--- src/hdl/i2ra_pkg.sv ---
// i2ra_pkg: shared constants, the back-end state type and the digit glyph lookup
// for the integer to radix ascii converter
// no dependencies
package i2ra_pkg;

	localparam int VALUE_WIDTH_DEF = 32;
	localparam int RADIX_W         = 5;
	localparam int CHAR_W          = 8;
	localparam int QUEUE_DEPTH     = 2;

	localparam logic [RADIX_W-1:0] RADIX_MIN   = 5'd2;
	localparam logic [RADIX_W-1:0] RADIX_MAX   = 5'd16;
	localparam logic [RADIX_W-1:0] RADIX_RESET = 5'd10;

	localparam logic [CHAR_W-1:0] CHAR_MINUS    = 8'h2D;
	localparam logic [CHAR_W-1:0] CHAR_ZERO     = 8'h30;
	localparam logic [CHAR_W-1:0] CHAR_ALPHA_OF = 8'h37; // 'A' - 10

	typedef enum logic [1:0] {
		ST_IDLE,
		ST_DIV,
		ST_SIGN,
		ST_EMIT
	} back_state_t;

	// digit 0..15 to '0'-'9', 'A'-'F'
	function automatic logic [CHAR_W-1:0] digit_glyph(input logic [3:0] d);
		logic [CHAR_W-1:0] code;
		if (d < 4'd10) begin
			code = CHAR_ZERO + CHAR_W'(d);
		end else begin
			code = CHAR_ALPHA_OF + CHAR_W'(d);
		end
		return code;
	endfunction

endpackage

--- src/hdl/i2ra_front.sv ---
// i2ra_front: accepts items, splits them into sign and unsigned magnitude
// and holds them in a short queue for the back end; uses i2ra_pkg
module i2ra_front import i2ra_pkg::*; #(
	parameter int VALUE_WIDTH = VALUE_WIDTH_DEF
) (
	input  logic                          clk,
	input  logic                          arst_n,
	input  logic                          start,
	output logic                          busy,
	input  logic signed [VALUE_WIDTH-1:0] value,
	output logic                          q_valid,
	output logic                          q_neg,
	output logic        [VALUE_WIDTH-1:0] q_mag,
	input  logic                          q_pop
);

	localparam int QAW = (QUEUE_DEPTH > 1) ? $clog2(QUEUE_DEPTH) : 1;
	localparam int QCW = $clog2(QUEUE_DEPTH + 1);

	logic                   neg_q [QUEUE_DEPTH];
	logic [VALUE_WIDTH-1:0] mag_q [QUEUE_DEPTH];
	logic [QAW-1:0]         wr_ptr_q;
	logic [QAW-1:0]         rd_ptr_q;
	logic [QCW-1:0]         count_q;

	logic                   push;
	logic                   pop;
	logic [VALUE_WIDTH-1:0] raw;
	logic                   cls_neg;
	logic [VALUE_WIDTH-1:0] cls_mag;

	// classification: sign and full unsigned magnitude
	assign raw     = value;
	assign cls_neg = raw[VALUE_WIDTH-1];
	assign cls_mag = cls_neg ? (~raw + 1'b1) : raw;

	assign busy    = (count_q == QCW'(QUEUE_DEPTH));
	assign push    = start && !busy;
	assign q_valid = (count_q != '0);
	assign pop     = q_pop && q_valid;
	assign q_neg   = neg_q[rd_ptr_q];
	assign q_mag   = mag_q[rd_ptr_q];

	always_ff @(posedge clk) begin
		if (push) begin
			neg_q[wr_ptr_q] <= cls_neg;
			mag_q[wr_ptr_q] <= cls_mag;
		end
	end

	always_ff @(posedge clk or negedge arst_n) begin
		if (!arst_n) begin
			wr_ptr_q <= '0;
			rd_ptr_q <= '0;
			count_q  <= '0;
		end else begin
			if (push) begin
				wr_ptr_q <= (wr_ptr_q == QAW'(QUEUE_DEPTH - 1)) ? '0 : wr_ptr_q + 1'b1;
			end
			if (pop) begin
				rd_ptr_q <= (rd_ptr_q == QAW'(QUEUE_DEPTH - 1)) ? '0 : rd_ptr_q + 1'b1;
			end
			if (push && !pop) begin
				count_q <= count_q + 1'b1;
			end else if (pop && !push) begin
				count_q <= count_q - 1'b1;
			end
		end
	end

endmodule

--- src/hdl/i2ra_back.sv ---
// i2ra_back: iterative divider that peels digits off the magnitude into a digit
// store, then emits sign and digits most significant first; uses i2ra_pkg
module i2ra_back import i2ra_pkg::*; #(
	parameter int VALUE_WIDTH = VALUE_WIDTH_DEF
) (
	input  logic                   clk,
	input  logic                   arst_n,
	input  logic [RADIX_W-1:0]     radix,
	input  logic                   q_valid,
	input  logic                   q_neg,
	input  logic [VALUE_WIDTH-1:0] q_mag,
	output logic                   q_pop,
	output logic                   strobe,
	output logic [CHAR_W-1:0]      char_code,
	output logic                   last
);

	localparam int NB  = (VALUE_WIDTH + 7) / 8;
	localparam int MW  = NB * 8;
	localparam int BIW = (NB > 1) ? $clog2(NB) : 1;
	localparam int AW  = $clog2(VALUE_WIDTH);
	localparam int CW  = $clog2(VALUE_WIDTH + 1);

	// one byte of long division by a radix of at most 16
	function automatic logic [11:0] byte_step(input logic [3:0] rin, input logic [7:0] b,
		input logic [RADIX_W-1:0] base);
		logic [4:0] t;
		logic [3:0] r;
		logic [7:0] q;
		r = rin;
		q = '0;
		for (int i = 7; i >= 0; i--) begin
			t = {r, b[i]};
			if (t >= base) begin
				r    = 4'(t - base);
				q[i] = 1'b1;
			end else begin
				r = t[3:0];
			end
		end
		return {q, r};
	endfunction

	back_state_t state_q, state_d;

	logic [MW-1:0]      mag_q;
	logic [3:0]         rem_q;
	logic [BIW-1:0]     idx_q;
	logic [BIW-1:0]     top_q;
	logic               qnz_q;
	logic [CW-1:0]      ndig_q;
	logic               neg_q;
	logic [RADIX_W-1:0] base_q;
	logic [AW-1:0]      rp_q;
	logic [3:0]         dig_mem [VALUE_WIDTH];
	logic [3:0]         rd_data_q;
	logic               strobe_q;
	logic [CHAR_W-1:0]  char_q;
	logic               last_q;

	logic [7:0]     cur_byte;
	logic [11:0]    step;
	logic [7:0]     qb;
	logic [3:0]     rnew;
	logic           pass_end;
	logic           q_zero;
	logic [CW-1:0]  ndig_nxt;
	logic [CW-1:0]  ndig_m1;
	logic           div_done;
	logic [BIW-1:0] new_top;
	logic [AW-1:0]  rd_addr;

	assign cur_byte = mag_q[idx_q*8 +: 8];
	assign step     = byte_step(rem_q, cur_byte, base_q);
	assign qb       = step[11:4];
	assign rnew     = step[3:0];
	assign pass_end = (idx_q == '0);
	assign q_zero   = !(qnz_q || (qb != '0));
	assign ndig_nxt = ndig_q + 1'b1;
	assign ndig_m1  = ndig_q - 1'b1;
	assign div_done = pass_end && (q_zero || (ndig_nxt == CW'(VALUE_WIDTH)));
	// quotient loses at most four bits a pass, so at most one byte drops
	assign new_top  = ((top_q != '0) && (mag_q[top_q*8 +: 8] == '0)) ? top_q - 1'b1 : top_q;

	always_ff @(posedge clk or negedge arst_n) begin
		if (!arst_n) begin
			state_q <= ST_IDLE;
		end else begin
			state_q <= state_d;
		end
	end

	always_comb begin
		state_d = state_q;
		q_pop   = 1'b0;
		rd_addr = rp_q - 1'b1;
		unique case (state_q)
			ST_IDLE: begin
				if (q_valid) begin
					q_pop   = 1'b1;
					state_d = ST_DIV;
				end
			end
			ST_DIV: begin
				if (div_done) begin
					state_d = ST_SIGN;
				end
			end
			ST_SIGN: begin
				rd_addr = ndig_m1[AW-1:0];
				state_d = ST_EMIT;
			end
			ST_EMIT: begin
				if (rp_q == '0) begin
					state_d = ST_IDLE;
				end
			end
			default: begin
				state_d = ST_IDLE;
			end
		endcase
	end

	// division datapath
	always_ff @(posedge clk) begin
		unique case (state_q)
			ST_IDLE: begin
				mag_q  <= MW'(q_mag);
				neg_q  <= q_neg;
				base_q <= radix;
				rem_q  <= '0;
				qnz_q  <= 1'b0;
				idx_q  <= BIW'(NB - 1);
				top_q  <= BIW'(NB - 1);
				ndig_q <= '0;
			end
			ST_DIV: begin
				mag_q[idx_q*8 +: 8] <= qb;
				if (pass_end) begin
					dig_mem[ndig_q[AW-1:0]] <= rnew;
					ndig_q <= ndig_nxt;
					rem_q  <= '0;
					qnz_q  <= 1'b0;
					idx_q  <= new_top;
					top_q  <= new_top;
				end else begin
					rem_q <= rnew;
					qnz_q <= qnz_q || (qb != '0);
					idx_q <= idx_q - 1'b1;
				end
			end
			ST_SIGN: begin
				rp_q <= ndig_m1[AW-1:0];
			end
			ST_EMIT: begin
				rp_q <= rp_q - 1'b1;
			end
			default: begin
			end
		endcase
		rd_data_q <= dig_mem[rd_addr];
	end

	// result register
	always_ff @(posedge clk or negedge arst_n) begin
		if (!arst_n) begin
			strobe_q <= 1'b0;
		end else begin
			strobe_q <= ((state_q == ST_SIGN) && neg_q) || (state_q == ST_EMIT);
		end
	end

	always_ff @(posedge clk) begin
		if (state_q == ST_SIGN) begin
			char_q <= CHAR_MINUS;
			last_q <= 1'b0;
		end else begin
			char_q <= digit_glyph(rd_data_q);
			last_q <= (rp_q == '0);
		end
	end

	assign strobe    = strobe_q;
	assign char_code = char_q;
	assign last      = last_q;

`ifndef NO_ASSERTIONS
	a_base_range: assert property (@(posedge clk) disable iff (!arst_n)
		(state_q == ST_DIV) |-> (base_q >= RADIX_MIN && base_q <= RADIX_MAX))
		else $error("divider base out of range");
	a_rem_below_base: assert property (@(posedge clk) disable iff (!arst_n)
		(state_q == ST_DIV) |-> (rem_q < base_q))
		else $error("partial remainder not below base");
	a_digits_present: assert property (@(posedge clk) disable iff (!arst_n)
		(state_q == ST_SIGN) |-> (ndig_q != '0 && ndig_q <= CW'(VALUE_WIDTH)))
		else $error("digit count out of range at emit");
	a_pop_needs_item: assert property (@(posedge clk) disable iff (!arst_n)
		q_pop |-> q_valid)
		else $error("pop from empty queue");
	a_gap_after_last: assert property (@(posedge clk) disable iff (!arst_n)
		(strobe_q && last_q) |=> !strobe_q)
		else $error("character strobed straight after last");
`endif

endmodule

--- src/hdl/integer_to_radix_ascii.sv ---
// integer_to_radix_ascii: top level, radix register, front end and back end
// depends on i2ra_pkg, i2ra_front and i2ra_back
//
// usage
//  - input: an item (value, signed) is taken at a rising edge with start high and busy low;
//    the front end classifies it and parks it in a two-entry queue, so busy rises only
//    when that queue is full
//  - radix: written at any edge with cfg_we high; values outside 2..16 are refused and
//    the previous radix is kept; it must only be written while the block is idle
//  - output: one character per cycle within an item, on char_code with strobe high
//    for exactly one cycle, '-' first for negative values, digits most significant
//    first, last high on the final character; the receiver cannot stall, every strobed
//    character is taken
//  - steps per item in the back end: a load, then for each digit one divide step per
//    magnitude byte still in play (the byte-wide divide step is the loop), then a step
//    that sets up the digit store read and also sends a leading '-', then the digits;
//    the '-' is registered once, each digit in the digit store read and result registers
//  - reset: radix returns to 10, the queue empties and the back end goes idle
module integer_to_radix_ascii import i2ra_pkg::*; #(
	parameter int VALUE_WIDTH = VALUE_WIDTH_DEF
) (
	input  logic                          clk,
	input  logic                          arst_n,
	input  logic                          start,
	output logic                          busy,
	input  logic signed [VALUE_WIDTH-1:0] value,
	input  logic                          cfg_we,
	input  logic        [RADIX_W-1:0]     cfg_data,
	output logic                          strobe,
	output logic        [CHAR_W-1:0]      char_code,
	output logic                          last
);

	logic [RADIX_W-1:0]     radix_q;
	logic                   q_valid;
	logic                   q_neg;
	logic [VALUE_WIDTH-1:0] q_mag;
	logic                   q_pop;

	// radix register, out-of-range writes dropped
	always_ff @(posedge clk or negedge arst_n) begin
		if (!arst_n) begin
			radix_q <= RADIX_RESET;
		end else if (cfg_we && (cfg_data >= RADIX_MIN) && (cfg_data <= RADIX_MAX)) begin
			radix_q <= cfg_data;
		end
	end

	// front end: accept, sign/magnitude split, item queue
	i2ra_front #(
		.VALUE_WIDTH(VALUE_WIDTH)
	) u_front (
		.clk    (clk),
		.arst_n (arst_n),
		.start  (start),
		.busy   (busy),
		.value  (value),
		.q_valid(q_valid),
		.q_neg  (q_neg),
		.q_mag  (q_mag),
		.q_pop  (q_pop)
	);

	// back end: digit generation and character output
	i2ra_back #(
		.VALUE_WIDTH(VALUE_WIDTH)
	) u_back (
		.clk      (clk),
		.arst_n   (arst_n),
		.radix    (radix_q),
		.q_valid  (q_valid),
		.q_neg    (q_neg),
		.q_mag    (q_mag),
		.q_pop    (q_pop),
		.strobe   (strobe),
		.char_code(char_code),
		.last     (last)
	);

endmodule
--- config.mk ---
export PLATFORM = sky130hd
export DESIGN_NAME = integer_to_radix_ascii
export DESIGN_NICKNAME = d
export VERILOG_FILES = /design/src/hdl/i2ra_pkg.sv /design/src/hdl/i2ra_front.sv /design/src/hdl/i2ra_back.sv /design/src/hdl/integer_to_radix_ascii.sv
export SDC_FILE = /design/constraint.sdc
export NUM_CORES = 1
export LEC_CHECK = 0
export BUFFER_PORTS_ARGS = -buffer_cell sky130_fd_sc_hd__buf_4
export CAP_MARGIN = 40
export CORE_MARGIN = 3
export CORE_UTILIZATION = 49
export DETAILED_ROUTE_END_ITERATION = 16
export GPL_TIMING_DRIVEN = 0
export HOLD_SLACK_MARGIN = 0.1
export PLACE_DENSITY = 0.65
export SLEW_MARGIN = 40
export SYNTH_ARGS = -nofsm -noshare
export SYNTH_HDL_FRONTEND = slang
export SYNTH_SLANG_ARGS = --single-unit
--- constraint.sdc ---
create_clock -name clk -period 22.4 [get_ports clk]
set_input_delay 2.24 -clock clk [delete_from_list [all_inputs] [get_ports clk]]
set_output_delay 2.24 -clock clk [all_outputs]
set_load 0.01 [all_outputs]
-- Yosys cells after proc, flatten, opt, wreduce, memory -nomap -nowiden
Memory sizes are Yosys's and may differ from the RTL's. A register that Yosys moved wholly into a read port is not among the register bits.
Cells that the tools add are included.
- register bits: 78
- RAM bits: 194
- input port bits: 41
- logic and storage cells: 141
- memories kept: 3
- memory list (name ; depth ; width ; rd ports ; clocked after memory_dff ; write ports ; line ; RTL):
    u_back.dig_mem ; 32 ; 4 ; 1 ; 1 ; 1 ; i2ra_back.sv:55 ; logic [3:0] dig_mem [VALUE_WIDTH];
    u_front.mag_q ; 2 ; 32 ; 1 ; 0 ; 1 ; i2ra_front.sv:21 ; logic [VALUE_WIDTH-1:0] mag_q [QUEUE_DEPTH];
    u_front.neg_q ; 2 ; 1 ; 1 ; 1 ; 1 ; i2ra_front.sv:20 ; logic neg_q [QUEUE_DEPTH];
- $add $sub $neg: 21
- magnitude comparators: 11
- equality and inequality tests: 9
- shift operators: 4
- muxes and demuxes: 48
- bitwise logic cells: 1
- reduce and logical (&&, ||, !) cells: 28
- operators by type and width (kind ; number):
    case mux 32 bit (2 select lines) ; 1
    variable part select 32 x 6 -> 8 bit ; 2
    greater-or-equal comparator 5 bit ; 8
    2-to-1 mux 4 bit ; 9
    negator 5 -> 34 bit ; 1
    variable shift 8 x 34 -> 32 bit, first input constant ; 1
    variable part select 8 x 34 -> 32 bit ; 1
    adder 32 x 1 -> 32 bit, second input constant ; 1
    bitwise mux 32 bit ; 1
    2-to-1 mux 32 bit ; 1
    NOT 32 bit ; 1
    subtractor 4 bit ; 8
    2-to-1 mux 1 bit ; 18
    2-to-1 mux 2 bit ; 8
    adder 6 x 4 -> 7 bit, first input constant ; 2
    case mux 6 bit (2 select lines) ; 1
    case mux 5 bit (2 select lines) ; 1
    nonzero test 2 bit ; 5
    subtractor 5 x 1 -> 5 bit, second input constant ; 2
    logical AND 1 bit ; 9
    zero test 8 bit ; 1
    2-to-1 mux 8 bit ; 1
    case mux 2 bit (2 select lines) ; 2
    case mux 2 bit (4 select lines) ; 1
    23 further kinds ; 36

-- Logic depth before layout (Yosys ltp)
- depth in word-level cells: 24
- gate-level depth with buffers: 55
- depth with buffers taken out: 53

-- Hierarchy
A second synthesis with hierarchy kept.
- cells, all modules: 1326
- area, all modules: 15527.4 µm²
- by module, submodules not included (module ; times used ; cells each ; area an instance (µm²)):
    i2ra_back ; 1 ; 1076 ; 11918.9
    i2ra_front ; 1 ; 221 ; 3325.7
    integer_to_radix_ascii ; 1 ; 29 ; 282.8

-- Worst setup path before layout
Ideal clock, no wire load.
- path type: register to register
- from: register u_back.idx_q[0]
- to: memory u_back.dig_mem[0][0] (data pin)
- setup time: 461 ps
- arrival time: 12574 ps
- required time: 21939 ps
- setup slack: 9365 ps
- cell stages (with the launch flop): 46
- path through: edfxtp_1 clkbuf_1 mux4_2 inv_1 ha_1 nand2b_1 a31oi_1 o21ai_0 nor2_1 a21oi_1 ha_1 a21oi_1 a21boi_0 a311o_1 o31ai_1 ha_1 a21oi_1 a21boi_0 [... 10 more ...] a311oi_2 mux2i_1 ha_1 a21oi_1 o21ai_0 a31oi_1 mux2_2 inv_1 ha_1 a211o_1 a21oi_1 clkbuf_1 o22ai_1 a31o_2 ha_1 a21o_1 a31oi_1 o21ai_0
- longest elaborated chain between the ends: 17
- elaborated cells between the ends (all ways): 25
- RTL lines (element ; line ; RTL):
    start: declaration ; i2ra_back.sv:48 ; logic [BIW-1:0] idx_q;
    start signal: assignment ; i2ra_back.sv:133 ; idx_q <= BIW'(NB - 1);
    start signal: assignment ; i2ra_back.sv:144 ; idx_q <= new_top;
    start signal: assignment ; i2ra_back.sv:149 ; idx_q <= idx_q - 1'b1;
    variable part select 32 x 6 -> 8 bit * ; i2ra_back.sv:73 ; assign cur_byte = mag_q[idx_q*8 +: 8];
    subtractor 4 bit or greater-or-equal comparator 5 bit (tied branches) ; i2ra_back.sv:35, i2ra_back.sv:34 ;
    2-to-1 mux 4 bit ; i2ra_back.sv:34 ; if (t >= base) begin
    subtractor 4 bit or greater-or-equal comparator 5 bit (tied branches) ; i2ra_back.sv:35, i2ra_back.sv:34 ;
    2-to-1 mux 4 bit ; i2ra_back.sv:34 ;
    subtractor 4 bit or greater-or-equal comparator 5 bit (tied branches) ; i2ra_back.sv:35, i2ra_back.sv:34 ;
    2-to-1 mux 4 bit ; i2ra_back.sv:34 ;
    subtractor 4 bit or greater-or-equal comparator 5 bit (tied branches) ; i2ra_back.sv:35, i2ra_back.sv:34 ;
    [... 2 more ...] ; - ;
    2-to-1 mux 4 bit ; i2ra_back.sv:34 ;
    subtractor 4 bit or greater-or-equal comparator 5 bit (tied branches) ; i2ra_back.sv:35, i2ra_back.sv:34 ;
    2-to-1 mux 4 bit ; i2ra_back.sv:34 ;
    subtractor 4 bit or greater-or-equal comparator 5 bit (tied branches) ; i2ra_back.sv:35, i2ra_back.sv:34 ;
    2-to-1 mux 4 bit ; i2ra_back.sv:34 ;
    greater-or-equal comparator 5 bit ; i2ra_back.sv:34 ;
    2-to-1 mux 4 bit * ; i2ra_back.sv:34 ;
    net u_back.rnew[0] ; i2ra_back.sv:64 ; logic [3:0] rnew;
    end: declaration ; i2ra_back.sv:55 ;
The timed path passes the listed nets; every way through them passes the cells marked *.

-- Final worst setup path
- from: register u_back.idx_q[0]
- to: memory u_back.dig_mem[19][3] (data pin)
- longest elaborated chain between the ends: 17
- elaborated cells between the ends (all ways): 25
- RTL lines (element ; line):
    variable part select 32 x 6 -> 8 bit * ; i2ra_back.sv:73
    subtractor 4 bit or greater-or-equal comparator 5 bit (tied branches) ; i2ra_back.sv:35, i2ra_back.sv:34
    2-to-1 mux 4 bit ; i2ra_back.sv:34
    subtractor 4 bit or greater-or-equal comparator 5 bit (tied branches) ; i2ra_back.sv:35, i2ra_back.sv:34
    2-to-1 mux 4 bit ; i2ra_back.sv:34
    subtractor 4 bit or greater-or-equal comparator 5 bit (tied branches) ; i2ra_back.sv:35, i2ra_back.sv:34
    2-to-1 mux 4 bit ; i2ra_back.sv:34
    subtractor 4 bit or greater-or-equal comparator 5 bit (tied branches) ; i2ra_back.sv:35, i2ra_back.sv:34
    [... 2 more ...] ; -
    2-to-1 mux 4 bit ; i2ra_back.sv:34
    subtractor 4 bit or greater-or-equal comparator 5 bit (tied branches) ; i2ra_back.sv:35, i2ra_back.sv:34
    2-to-1 mux 4 bit ; i2ra_back.sv:34
    subtractor 4 bit or greater-or-equal comparator 5 bit (tied branches) ; i2ra_back.sv:35, i2ra_back.sv:34
    2-to-1 mux 4 bit ; i2ra_back.sv:34
    subtractor 4 bit or greater-or-equal comparator 5 bit (tied branches) ; i2ra_back.sv:35, i2ra_back.sv:34
    2-to-1 mux 4 bit * ; i2ra_back.sv:34
    net u_back.rnew[3] ; i2ra_back.sv:64
Marked as above.

==> results.toml <==
[run_status]
outcome = "finished, final reports clean"

[drt]
drtAntennaViolNets = 0
routedWlPerCell_um = 21.9
drt_iter0_drc = 1097
wl_met3_um = 2920
drc_errors = 0
first_pass_iters = 7
vias = 11100
wl_met1_um = 17900
viasPerCell = 6.14
highest_layer = "met4"
routed_wl_um = 39600
met2_wirelength_um = 17500

[clocking]
cts_sinks = 276
cts_tree = "built"
cts_root_buf = "clkbuf_16"
htreeDepth = 1
numCtsBuffers = 30
cts_resized = 0
postCtsSetupBuffers = 0
clock_latency_ps = 590
clk_pin_slew_worst_paths_ps = 60
cts_max_path_buffers = 3
hold_buffers = 0

[synth]
synth.top_cells.by_area = "edfxtp_1 (50%), ha_1 (4.9%), nor2_1 (3.8%), mux2i_1 (3.7%), xnor2_1 (2.7%)"
yosysMostFrequentCell = "edfxtp_1"
ys_types = 70
synth-main-ff-cell = "edfxtp_1"
synth_seq_area_share = 0.539
syn_inst = 1303
synth_edf_count = 252
synth.avg_cell_area_um2 = 11.5
synth_commonest_cells = "edfxtp_1 (252), nor2_1 (153), o21ai_0 (63), nand2_1 (61)"
ys_ff_latch = 276
synth_warnings = 0
synth_top_cell_area_share = 0.503
syn_area_um2 = 15000
yosysTopAreaCell = "edfxtp_1"
synth_fp_nets = 1411
synthArstFlopShare = 0.0435

[setup_path]
crit_fanout = 32
worstSetupStartpointType = "flip-flop"
end_kind = "flip-flop"
crit_slowest_cell = "a31oi_2"
critPathKind = "reg -> reg"
crit_path_frequent_cell = "ha_1"
rrSetupSlack_ps = 7350
crit_path_max_incr_delay_ps = 670
crit_arrival_ps = 15300
crit_required_ps = 22650

[timing]
timing.hold.ws_ps = 453
hold_violations = 0
slew_violations = 0
relSlewSlack = 0.462
final.min_clock_period_ps = 15050
setup_tns_ps = 0
final.setup_skew_ps = 48.4
rsz0062_at_grt = "false"
finalWorstSetupSlack_ps = 7350
fmax_ghz = 0.0665
setup-violations-final = 0
worst_pin_slew_ps = 804
finalCritPeriodShare = 0.672

[floorplan]
fp-row-count = 63
dieArea_um2 = 32800
ioPinCount = 52
die_y_um = 181
die_w_um = 181
floorplan.initialDensity = 0.502
core_area_um2 = 30000

[cells_and_area]
syn2layout_area_growth_pct = 13.4
diodes = 0
multi_input_area_um2 = 6530
register_area_um2 = 8110
drive_above_1_share = 0.124
nets = 1498
fill_cells = 2524

[placement]
gp_congestion = 0.951
place_hpwl_um = 28900
place_ws_ps = 7450
portBuffers = 50

[grt]
grt_max_degree = 34
grt_pass1_vias = 10800
grt_pass1_wl_um = 61200
grt-ovfl-total = 0
antenna_found_initial = 0
grt_use_total = 0.236

[job]
cap_violations = 0

[hold_path]
hp-class = "reg -> reg"
==> stage by stage <==
stage	utilization	std cells	area, um^2
final	0.569	1804	17100
after global routing	0.569	1804	17100
after CTS	0.569	1804	17100
after detailed placement	0.536	1748	16000
after global placement	0.531	1743	15900
after floorplan	-	1303	15000
==> cells in the final DEF, fill, tap and decap left out, types with 39 or more instances in the layout <==
master    instances
a21oi_1          50
buf_4            52
clkbuf_1         64
edfxtp_1        252
ha_1             59
inv_1            46
mux2i_1          55
nand2_1          61
nor2_1          152
o21ai_0          62
o21bai_1         39
xnor2_1          46
==> worst max-delay path: cells and delay by family (launching register included) <==
| family | cells | cell delay [ps] |
|---|---|---|
| buffers and inverters | 7 | 1780 |
| flip-flops | 1 | 390 |
| AO/OA/AOI/OAI | 23 | 6790 |
| AND/OR/NAND/NOR | 6 | 1130 |
| multiplexers | 5 | 2210 |
| adder cells (fa/ha/maj) | 8 | 2440 |
==> logic make-up (layout without fill, tap and decap cells) <==
group / count (synthesis) / count (layout) / synth area share
xor+xnor: 60 / 60 / 0.0349
simple gates: 327 / 327 / 0.101
other cells: 1 / 1 / 0.000249
fa+ha+maj: 67 / 67 / 0.0597
flops: 276 / 276 / 0.539
mux: 95 / 95 / 0.0702
compound gates: 354 / 354 / 0.163
buf+inv: 123 / 234 / 0.0313
==> final cells by class <==
| cell class | count | area share |
|---|---|---|
| clock inverters | 19 | 0.0120 |
| repair buffers | 55 | 0.0263 |
| well taps | 390 | 0.0286 |
| multi-input cells | 904 | 0.383 |
| plain buffers | 76 | 0.0172 |
| inverters | 47 | 0.0103 |
| clock buffers | 37 | 0.0467 |
| flip-flops and latches | 276 | 0.476 |
==> path summary, 6_finish.rpt <==
path,start,to,depth (start not counted)
hold reg to reg,radix_q[2],u_back.base_q[2],0
hold / removal,radix_q[2],u_back.base_q[2],0
setup reg to reg,u_back.idx_q[0],u_back.dig_mem[19][3],49
max in group asynchronous,arst_n,radix_q[3],1
min in group asynchronous,arst_n,u_front.wr_ptr_q,1
setup / recovery,u_back.idx_q[0],u_back.dig_mem[19][3],49
==> state kept, by name, summed over array words and instances, names as in the netlist, 4 cells and up <==
name,flops
radix_q,5
u_back.base_q,5
u_back.char_code,7
u_back.dig_mem,128
u_back.mag_q,32
u_back.ndig_q,6
u_back.rd_data_q,4
u_back.rem_q,4
u_back.rp_q,5
u_front.mag_q,64
==> routing by layer <==
| metal | up-vias | GRT usage |
|---|---|---|
| met5 | - | 0 |
| met1 | 5380 | 0.353 |
| met4 | 0 | 0.0710 |
| met2 | 475 | 0.361 |
| li1 | 5124 | - |
| met3 | 104 | 0.0312 |
Power is left out: the tool's default activity adds up to more than one toggle a clock period on the data nets, which glitch-free logic cannot reach.
